<file path="config.mk">
export PLATFORM = sky130hd
export DESIGN_NAME = cell_id_text_to_tai_ecgi_core
export DESIGN_NICKNAME = d
export VERILOG_FILES = /design/src/rtl/cite_pkg.sv /design/src/rtl/cite_parse.sv /design/src/rtl/cite_jobq.sv /design/src/rtl/cite_emit.sv /design/src/rtl/cell_id_text_to_tai_ecgi_core.sv
export SDC_FILE = /design/constraint.sdc
export NUM_CORES = 1
export LEC_CHECK = 0
export ABC_AREA = 1
export BUFFER_PORTS_ARGS = -buffer_cell sky130_fd_sc_hd__clkbuf_2
export CAP_MARGIN = 15
export CELL_PAD_IN_SITES_DETAIL_PLACEMENT = 1
export CELL_PAD_IN_SITES_GLOBAL_PLACEMENT = 1
export CORE_UTILIZATION = 30
export DETAILED_ROUTE_END_ITERATION = 7
export MAX_ROUTING_LAYER = met4
export PLACE_DENSITY_LB_ADDON = 0.1
export SETUP_SLACK_MARGIN = 0.4
export SLEW_MARGIN = 20
export SYNTH_ARGS = -nofsm -noshare
export SYNTH_HDL_FRONTEND = slang
export SYNTH_SLANG_ARGS = --single-unit
</file>
<file path="constraint.sdc">
create_clock -name clk -period 2.9 [get_ports clk]
set_clock_uncertainty 0.1 [all_clocks]
set_input_delay 0.29 -clock clk [delete_from_list [all_inputs] [get_ports clk]]
set_output_delay 0.29 -clock clk [all_outputs]
set_load 0.01 [all_outputs]
</file>
<file path="src/rtl/cite_pkg.sv">
// Shared types, constants and the record byte function for the cell id text encoder.
// Used by the parser, the job queue, the byte emitter and the top level.
package cite_pkg;

  localparam int unsigned FieldChars = 16;
  localparam int unsigned CntW       = 5;
  localparam int unsigned IdxW       = 4;

  localparam logic [7:0]      CharEquals = 8'h3d;
  localparam logic [IdxW-1:0] IdxLast    = 4'd11;
  localparam logic [IdxW-1:0] IdxEcgi    = 4'd5;
  localparam logic [3:0]      NibFill    = 4'hf;

  localparam logic RecTai  = 1'b0;
  localparam logic RecEcgi = 1'b1;
  localparam logic StOk    = 1'b0;
  localparam logic StErr   = 1'b1;

  typedef struct packed {
    logic [7:0] char_in;
    logic       last_char;
  } in_word_t;

  typedef struct packed {
    logic [7:0] out_byte;
    logic       record_kind;
    logic       status;
    logic       last_of_run;
  } out_word_t;

  // One finished field as handed from the parser to the emitter.
  typedef struct packed {
    logic        err;
    logic [11:0] mcc;
    logic [7:0]  mnc;
    logic [15:0] tac;
    logic [27:0] eci;
  } job_t;

  typedef struct packed {
    logic       ok;
    logic [3:0] nib;
  } hex_t;

  function automatic hex_t hex_decode(input logic [7:0] c);
    hex_t h;
    h.ok  = 1'b1;
    h.nib = 4'h0;
    if (c >= 8'h30 && c <= 8'h39) begin
      h.nib = c[3:0];
    end else if ((c >= 8'h41 && c <= 8'h46) || (c >= 8'h61 && c <= 8'h66)) begin
      h.nib = c[3:0] + 4'd9;
    end else begin
      h.ok = 1'b0;
    end
    return h;
  endfunction

  function automatic out_word_t record_byte(input job_t j, input logic [IdxW-1:0] idx);
    out_word_t w;
    w.record_kind = (idx >= IdxEcgi) ? RecEcgi : RecTai;
    w.status      = StOk;
    w.last_of_run = (idx == IdxLast);
    unique case (idx) inside
      4'd0, 4'd5: w.out_byte = j.mcc[7:0];
      4'd1, 4'd6: w.out_byte = {NibFill, j.mcc[11:8]};
      4'd2, 4'd7: w.out_byte = j.mnc;
      4'd3:       w.out_byte = j.tac[15:8];
      4'd4:       w.out_byte = j.tac[7:0];
      4'd8:       w.out_byte = {4'h0, j.eci[27:24]};
      4'd9:       w.out_byte = j.eci[23:16];
      4'd10:      w.out_byte = j.eci[15:8];
      4'd11:      w.out_byte = j.eci[7:0];
      default:    w.out_byte = 8'h00;
    endcase
    if (j.err) begin
      w.out_byte    = 8'h00;
      w.record_kind = RecTai;
      w.status      = StErr;
      w.last_of_run = 1'b1;
    end
    return w;
  endfunction

endpackage

</file>
<file path="src/rtl/cite_parse.sv">
// Front end: scans characters for the first '=' and collects MCC, MNC, TAC and ECI.
// Depends on cite_pkg; hands one job per field to the job queue.
module cite_parse (
  input  logic             clk,
  input  logic             rst_n,
  input  logic             accept,
  input  cite_pkg::in_word_t in_data,
  output logic             job_push,
  output cite_pkg::job_t   job_data
);
  import cite_pkg::*;

  logic            seen_r, seen_nxt;
  logic [CntW-1:0] cnt_r, cnt_nxt;
  logic [11:0]     mcc_r, mcc_nxt;
  logic [7:0]      mnc_r, mnc_nxt;
  logic [15:0]     tac_r, tac_nxt;
  logic [27:0]     eci_r, eci_nxt;
  logic [1:0]      stop_r, stop_nxt;
  logic [3:0]      pos;
  logic [3:0]      bcd;
  hex_t            h;

  assign pos = cnt_r[3:0];
  assign bcd = in_data.char_in[3:0];
  assign h   = hex_decode(in_data.char_in);

  always_comb begin
    seen_nxt = seen_r;
    cnt_nxt  = cnt_r;
    mcc_nxt  = mcc_r;
    mnc_nxt  = mnc_r;
    tac_nxt  = tac_r;
    eci_nxt  = eci_r;
    stop_nxt = stop_r;
    if (!seen_r) begin
      if (in_data.char_in == CharEquals) begin
        seen_nxt = 1'b1;
      end
    end else if (!cnt_r[CntW-1]) begin
      if (pos < 4'd3) begin
        mcc_nxt[pos[1:0]*4 +: 4] = mcc_r[pos[1:0]*4 +: 4] | bcd;
      end else if (pos < 4'd5) begin
        // Position 3 fills the low nibble and position 4 the high one.
        mnc_nxt[{pos[2], 2'b00} +: 4] = mnc_r[{pos[2], 2'b00} +: 4] | bcd;
      end else if (pos < 4'd9) begin
        if (!stop_r[0]) begin
          if (!h.ok) stop_nxt[0] = 1'b1;
          else tac_nxt = {tac_r[11:0], h.nib};
        end
      end else begin
        if (!stop_r[1]) begin
          if (!h.ok) stop_nxt[1] = 1'b1;
          else eci_nxt = {eci_r[23:0], h.nib};
        end
      end
      cnt_nxt = cnt_r + 1'b1;
    end
  end

  assign job_push     = accept && in_data.last_char;
  assign job_data.err = !seen_nxt || (cnt_nxt < CntW'(FieldChars));
  assign job_data.mcc = mcc_nxt;
  assign job_data.mnc = mnc_nxt;
  assign job_data.tac = tac_nxt;
  assign job_data.eci = eci_nxt;

  always_ff @(posedge clk) begin
    if (!rst_n || job_push) begin
      seen_r <= 1'b0;
      cnt_r  <= '0;
      mcc_r  <= '0;
      mnc_r  <= '0;
      tac_r  <= '0;
      eci_r  <= '0;
      stop_r <= '0;
    end else if (accept) begin
      seen_r <= seen_nxt;
      cnt_r  <= cnt_nxt;
      mcc_r  <= mcc_nxt;
      mnc_r  <= mnc_nxt;
      tac_r  <= tac_nxt;
      eci_r  <= eci_nxt;
      stop_r <= stop_nxt;
    end
  end

endmodule

</file>
<file path="src/rtl/cite_jobq.sv">
// Two-entry queue of parsed fields between the parser and the byte emitter.
// Depends on cite_pkg for the job type.
module cite_jobq (
  input  logic           clk,
  input  logic           rst_n,
  input  logic           push,
  input  cite_pkg::job_t wr_data,
  output logic           q_full,
  input  logic           q_pop,
  output logic           q_empty,
  output cite_pkg::job_t rd_data
);
  import cite_pkg::*;

  job_t       mem_r [2];
  logic       wptr_r, wptr_nxt;
  logic       rptr_r, rptr_nxt;
  logic [1:0] cnt_r, cnt_nxt;
  logic       do_push, do_pop;

  assign q_full   = (cnt_r == 2'd2);
  assign q_empty  = (cnt_r == 2'd0);
  assign do_push  = push && !q_full;
  assign do_pop   = q_pop && !q_empty;
  assign rd_data  = mem_r[rptr_r];
  assign wptr_nxt = wptr_r ^ do_push;
  assign rptr_nxt = rptr_r ^ do_pop;

  always_comb begin
    cnt_nxt = cnt_r;
    if (do_push && !do_pop) cnt_nxt = cnt_r + 2'd1;
    else if (!do_push && do_pop) cnt_nxt = cnt_r - 2'd1;
  end

  always_ff @(posedge clk) begin
    if (!rst_n) begin
      wptr_r <= 1'b0;
      rptr_r <= 1'b0;
      cnt_r  <= 2'd0;
    end else begin
      wptr_r <= wptr_nxt;
      rptr_r <= rptr_nxt;
      cnt_r  <= cnt_nxt;
    end
  end

  always_ff @(posedge clk) begin
    if (do_push) mem_r[wptr_r] <= wr_data;
  end

endmodule

</file>
<file path="src/rtl/cite_emit.sv">
// Back end: walks the record bytes of the oldest job into an output register.
// Depends on cite_pkg for the job, word and byte selection.
module cite_emit (
  input  logic                clk,
  input  logic                rst_n,
  input  logic                q_empty,
  input  cite_pkg::job_t      job,
  output logic                q_pop,
  output logic                empty,
  input  logic                pop,
  output cite_pkg::out_word_t out_data
);
  import cite_pkg::*;

  out_word_t       word_r, word_nxt;
  logic            valid_r;
  logic [IdxW-1:0] idx_r;
  logic            load;

  assign load     = !valid_r || pop;
  assign word_nxt = record_byte(job, idx_r);
  assign q_pop    = load && !q_empty && word_nxt.last_of_run;
  assign empty    = !valid_r;
  assign out_data = word_r;

  always_ff @(posedge clk) begin
    if (!rst_n) begin
      valid_r <= 1'b0;
      idx_r   <= '0;
    end else if (load) begin
      valid_r <= !q_empty;
      if (!q_empty) begin
        idx_r <= word_nxt.last_of_run ? '0 : idx_r + 1'b1;
      end
    end
  end

  always_ff @(posedge clk) begin
    if (load && !q_empty) word_r <= word_nxt;
  end

endmodule

</file>
<file path="src/rtl/cell_id_text_to_tai_ecgi_core.sv">
// Top level of the location text to TAI/ECGI encoder: parser, job queue, emitter.
// Depends on cite_pkg and the cite_parse, cite_jobq and cite_emit modules.
//
//   channel   handshake      word
//   input     push / full    in_data  (char_in, last_char)
//   result    empty / pop    out_data (out_byte, record_kind, status, last_of_run)
//
// One character is taken every cycle while full is low.
// A good field gives 12 result words from the emitter's index counter, one per
// cycle while pop is high; a malformed one gives a single word. Up to two parsed
// fields wait in the queue, and full rises only while both entries are occupied.
// Reset is synchronous and clears parser state, queue and output valid flag.
module cell_id_text_to_tai_ecgi_core (
  input  logic                clk,
  input  logic                rst_n,
  input  logic                push,
  output logic                full,
  input  cite_pkg::in_word_t  in_data,
  output logic                empty,
  input  logic                pop,
  output cite_pkg::out_word_t out_data
);
  import cite_pkg::*;

  logic accept;
  logic job_push;
  job_t job_wr;
  job_t job_rd;
  logic q_empty;
  logic q_pop;

  assign accept = push && !full;

  cite_parse u_parse (
    .clk      (clk),
    .rst_n    (rst_n),
    .accept   (accept),
    .in_data  (in_data),
    .job_push (job_push),
    .job_data (job_wr)
  );

  cite_jobq u_jobq (
    .clk     (clk),
    .rst_n   (rst_n),
    .push    (job_push),
    .wr_data (job_wr),
    .q_full  (full),
    .q_pop   (q_pop),
    .q_empty (q_empty),
    .rd_data (job_rd)
  );

  cite_emit u_emit (
    .clk      (clk),
    .rst_n    (rst_n),
    .q_empty  (q_empty),
    .job      (job_rd),
    .q_pop    (q_pop),
    .empty    (empty),
    .pop      (pop),
    .out_data (out_data)
  );

endmodule
</file>
==> results.md <==
- Slew Viols, Final: 0
- Post-synthesis cell area: 0.0104 sq mm
- Leading post-synthesis cells by cell area: edfxtp_1 41%, dfxtp_1 16%, nand2_1 15%
- Flop2flop setup slack: 610 ps
- Number of nets with antenna violations after routing: 0
- Pre-CTS setup slack: 387 ps
- Leakage power: 5.48 nW
- PnR worst setup slack: 610 ps
- Classification of the worst setup path: flop to flop
- Port-buffer cells: 25
- Routed vias: 8057
- Global placement routability congestion: 0.778
- Status: finished, final reports clean
- Critical path buffer and inverter count: 1
- RSZ-0062 raised after global routing: false
- Max-capacitance violation count: 0
- Fraction of final layout cells with drive strength greater than 1: 11.1%
- Total grt overflow: 0
- Post-detailed-route wirelength per cell: 16.9 um
- Buffer depth of the longest clock path: 3
- Clk Tree Root Cell: clkbuf_16
- Die outline width: 189 um
- Worst-case headroom to the max-slew limit: 41.2%
- Family with the most delay on the worst path: simple AND/OR/NAND/NOR gates
- Critical path endpoint: u_jobq.mem_r[1][56]
- Arrival @ worst endpoint: 2460 ps
- Number of design-rule violations left by the first detailed-router iteration: 358
- Reg-to-reg critical path startpoint: u_parse.cnt_r[0]
- Dpl hpwl: 19200 um
- Floorplan core area: 0.0339 sq mm
- Fmax: 437 MHz
- Cells along the critical path: clkinvlp_4 -> ha_1 -> nand2_1 -> nor3_1 -> nand3_1 -> o21ai_0
- Total Nets Final: 1291
- Critical R2R Capture: u_jobq.mem_r[1][56]
- Number of cells on the critical path: 6
- Post-synthesis to final-layout area growth: 15.9%
- Yosys warnings: 0
- Final setup violation count: 0
- Placed Instance Area: 0.0111 sq mm
- Final Cell Area: 0.0121 sq mm
- Total power density per cell area: 758 mW/mm^2
- Clock tree from TritonCTS: done
- Worst slew pin tran: 881 ps
- Final critical path time including I/O delays and setup: 2290 ps
- # IOs: 26
- Crit path from: u_parse.cnt_r[0]
- Synthesized net count: 1253
- Number of vias per cell: 4.65
- Number of global-route vias before repair: 8150
- Portion of the post-synthesis area used by sequential elements: 56.3%
- Number of buffers created by CTS: 28
- First-pass GRT wire length: 46500 um
- Wire length reported by the detailed router: 29300 um
- Req. time, crit path: 3070 ps
- Clk sink count: 223
- ANT cells: 0
- Worst ir drop on vdd: 483 uV
- Hold violation total from the final report: 0
- Number of storage elements in the synthesis netlist: 223
- # rows: 67
- Worst hold-check path type: primary input to flop
- Kind of start point of the critical path: flop
- Gr usage total: 17.5%
- Area of the die: 0.0355 sq mm
- Register clock-pin slew on the reported worst setup and hold paths: 60 ps
- Total power consumption of the routed design: 9.18 mW
- Syn avg cell area: 8.52 sq um
- Initial core utilization: 30.8%
- Number of synthesized flops with an enable pin: 141
- Die height: 189 um
- Most numerous cell in the Yosys netlist: nand2_1
- Number of antenna violations at the first check in global routing: 0
- Clock latency at the later pin of the worst-skew pair: 540 ps
- Pin count of the biggest net entering global routing: 71
- Drt drc: 0
- Cell type of the slowest stage on the worst timing path: dfxtp_2
- First drt pass iteration count: 4
- Final clock period utilization by the worst path: 79.0%
- Type of element capturing the critical path: flop
- Cell types with the highest counts after synthesis: 411 x nand2_1, 141 x edfxtp_1, 131 x nor2_1
- Top-area cell type share of the netlist area: 40.6%
- Async S/R FF share, synth: 0%
- Yosys top cell by area: edfxtp_1
- Cells on worst reg2reg path: 6
- CP Max Fanout: 11
- Biggest cell delay along the critical path: 450 ps
- Gate count after technology mapping: 1225
- Count of cell types in the netlist: 39
- Top_reg_cell synth: edfxtp_1
- Number of levels the H-tree was split into: 1
[how the worst min path moves through the flow]
stage	cells after the start	to	startpoint
detailed placement	1	u_parse.stop_r[1]	u_parse.stop_r[1]
floorplan	2	u_emit.idx_r[3]	rst_n
CTS	3	u_parse.mnc_r[5]	in_data[2]
finish	3	u_parse.mnc_r[5]	in_data[2]
global placement	1	u_parse.stop_r[1]	u_parse.stop_r[1]
global route	3	u_parse.mnc_r[5]	in_data[2]
[cell usage in the layout (no fill, tap or decap), types with 4 or more instances in the layout]
cell type,netlist,routed
nand2_1,411,411
o211ai_1,5,5
o21ai_0,37,37
clkbuf_2,0,25
nor3_1,17,16
dfxtp_1,82,80
nand3_2,11,11
edfxtp_1,141,141
buf_12,2,9
ha_1,15,13
buf_4,7,18
nand4_1,5,5
clkbuf_8,0,7
nand3_1,105,105
a31o_2,4,4
a31oi_1,6,6
nor2_1,131,131
clkbuf_1,7,14
clkbuf_16,0,29
inv_2,5,6
a21oi_1,47,47
inv_1,119,116
nand2_2,11,11
[where the power goes]
part	leakage, nW	switching, mW	internal, mW	total (mW)
logic	3.06	1.27	0.574	1.84
registers	2.00	0.166	3.86	4.03
clock network	0.427	1.30	2.01	3.31
total	5.48	2.73	6.44	9.18
[flip-flops by register name, indices dropped and copies added, names as in the netlist, named ones only]
register / flops
u_emit.idx_r: 4
u_emit.out_data: 11
u_emit.valid_r: 1
u_jobq.cnt_r: 2
u_jobq.mem_r: 130
u_jobq.rptr_r: 1
u_jobq.wptr_r: 1
u_parse.cnt_r: 5
u_parse.eci_r: 28
u_parse.mcc_r: 12
u_parse.mnc_r: 8
u_parse.seen_r: 1
u_parse.stop_r: 2
u_parse.tac_r: 16
[logic make-up after synthesis]
group	Yosys count	synth area share (%)
AND/OR/NAND/NOR	704	28.6
flip-flops	223	56.3
buffers and inverters	171	7.31
AO/OA/AOI/OAI	111	5.97
adder cells (fa/ha/maj)	15	1.80
XOR/XNOR	1	0.0839
[cell type report]
cell class                 instances  area, sq um
sequential                       223         5880
multi-input combinational        831         3830
clock inverter                     2         7.51
timing repair buffer              55          475
fill                            4035        21800
inverter                         124          470
tap                              448          561
clock buffer                      50          875
[routing by layer]
metal,vias up,wire length (um),global-route usage (%)
li1,4047,-,-
met4,0,552,3.82
met1,3876,14100,23.0
met3,43,904,2.07
met5,-,0,-
met2,91,13800,28.8
[per-stage QoR]
step                      hold WS (ps)  setup TNS (ps)  std cells  utilization, %
after detailed placement           360               0       1676            32.9
after CTS                         20.1               0       1730            35.6
final                             40.5               0       1733            35.7
after global placement             353               0       1676            32.9
after floorplan                    317          -29450       1225               -
after global routing              85.9               0       1733            35.7
[timing repair]
item | in CTS | in global routing
setup buffers | 0 | 3
endpoints found under the setup margin | 18 | 156
endpoints found under the hold margin | 2 | 0
hold buffers | 2 | 0
gates resized for setup | 1 | 6
[worst reg2reg max path, delay by kind of cell, from the launching register on]
family,cells,cell delay (ps)
flops,1,450
simple gates,3,580
fa+ha+maj,1,410
buf+inv,1,240
compound gates,1,240
(Power assumes the default switching activity.)
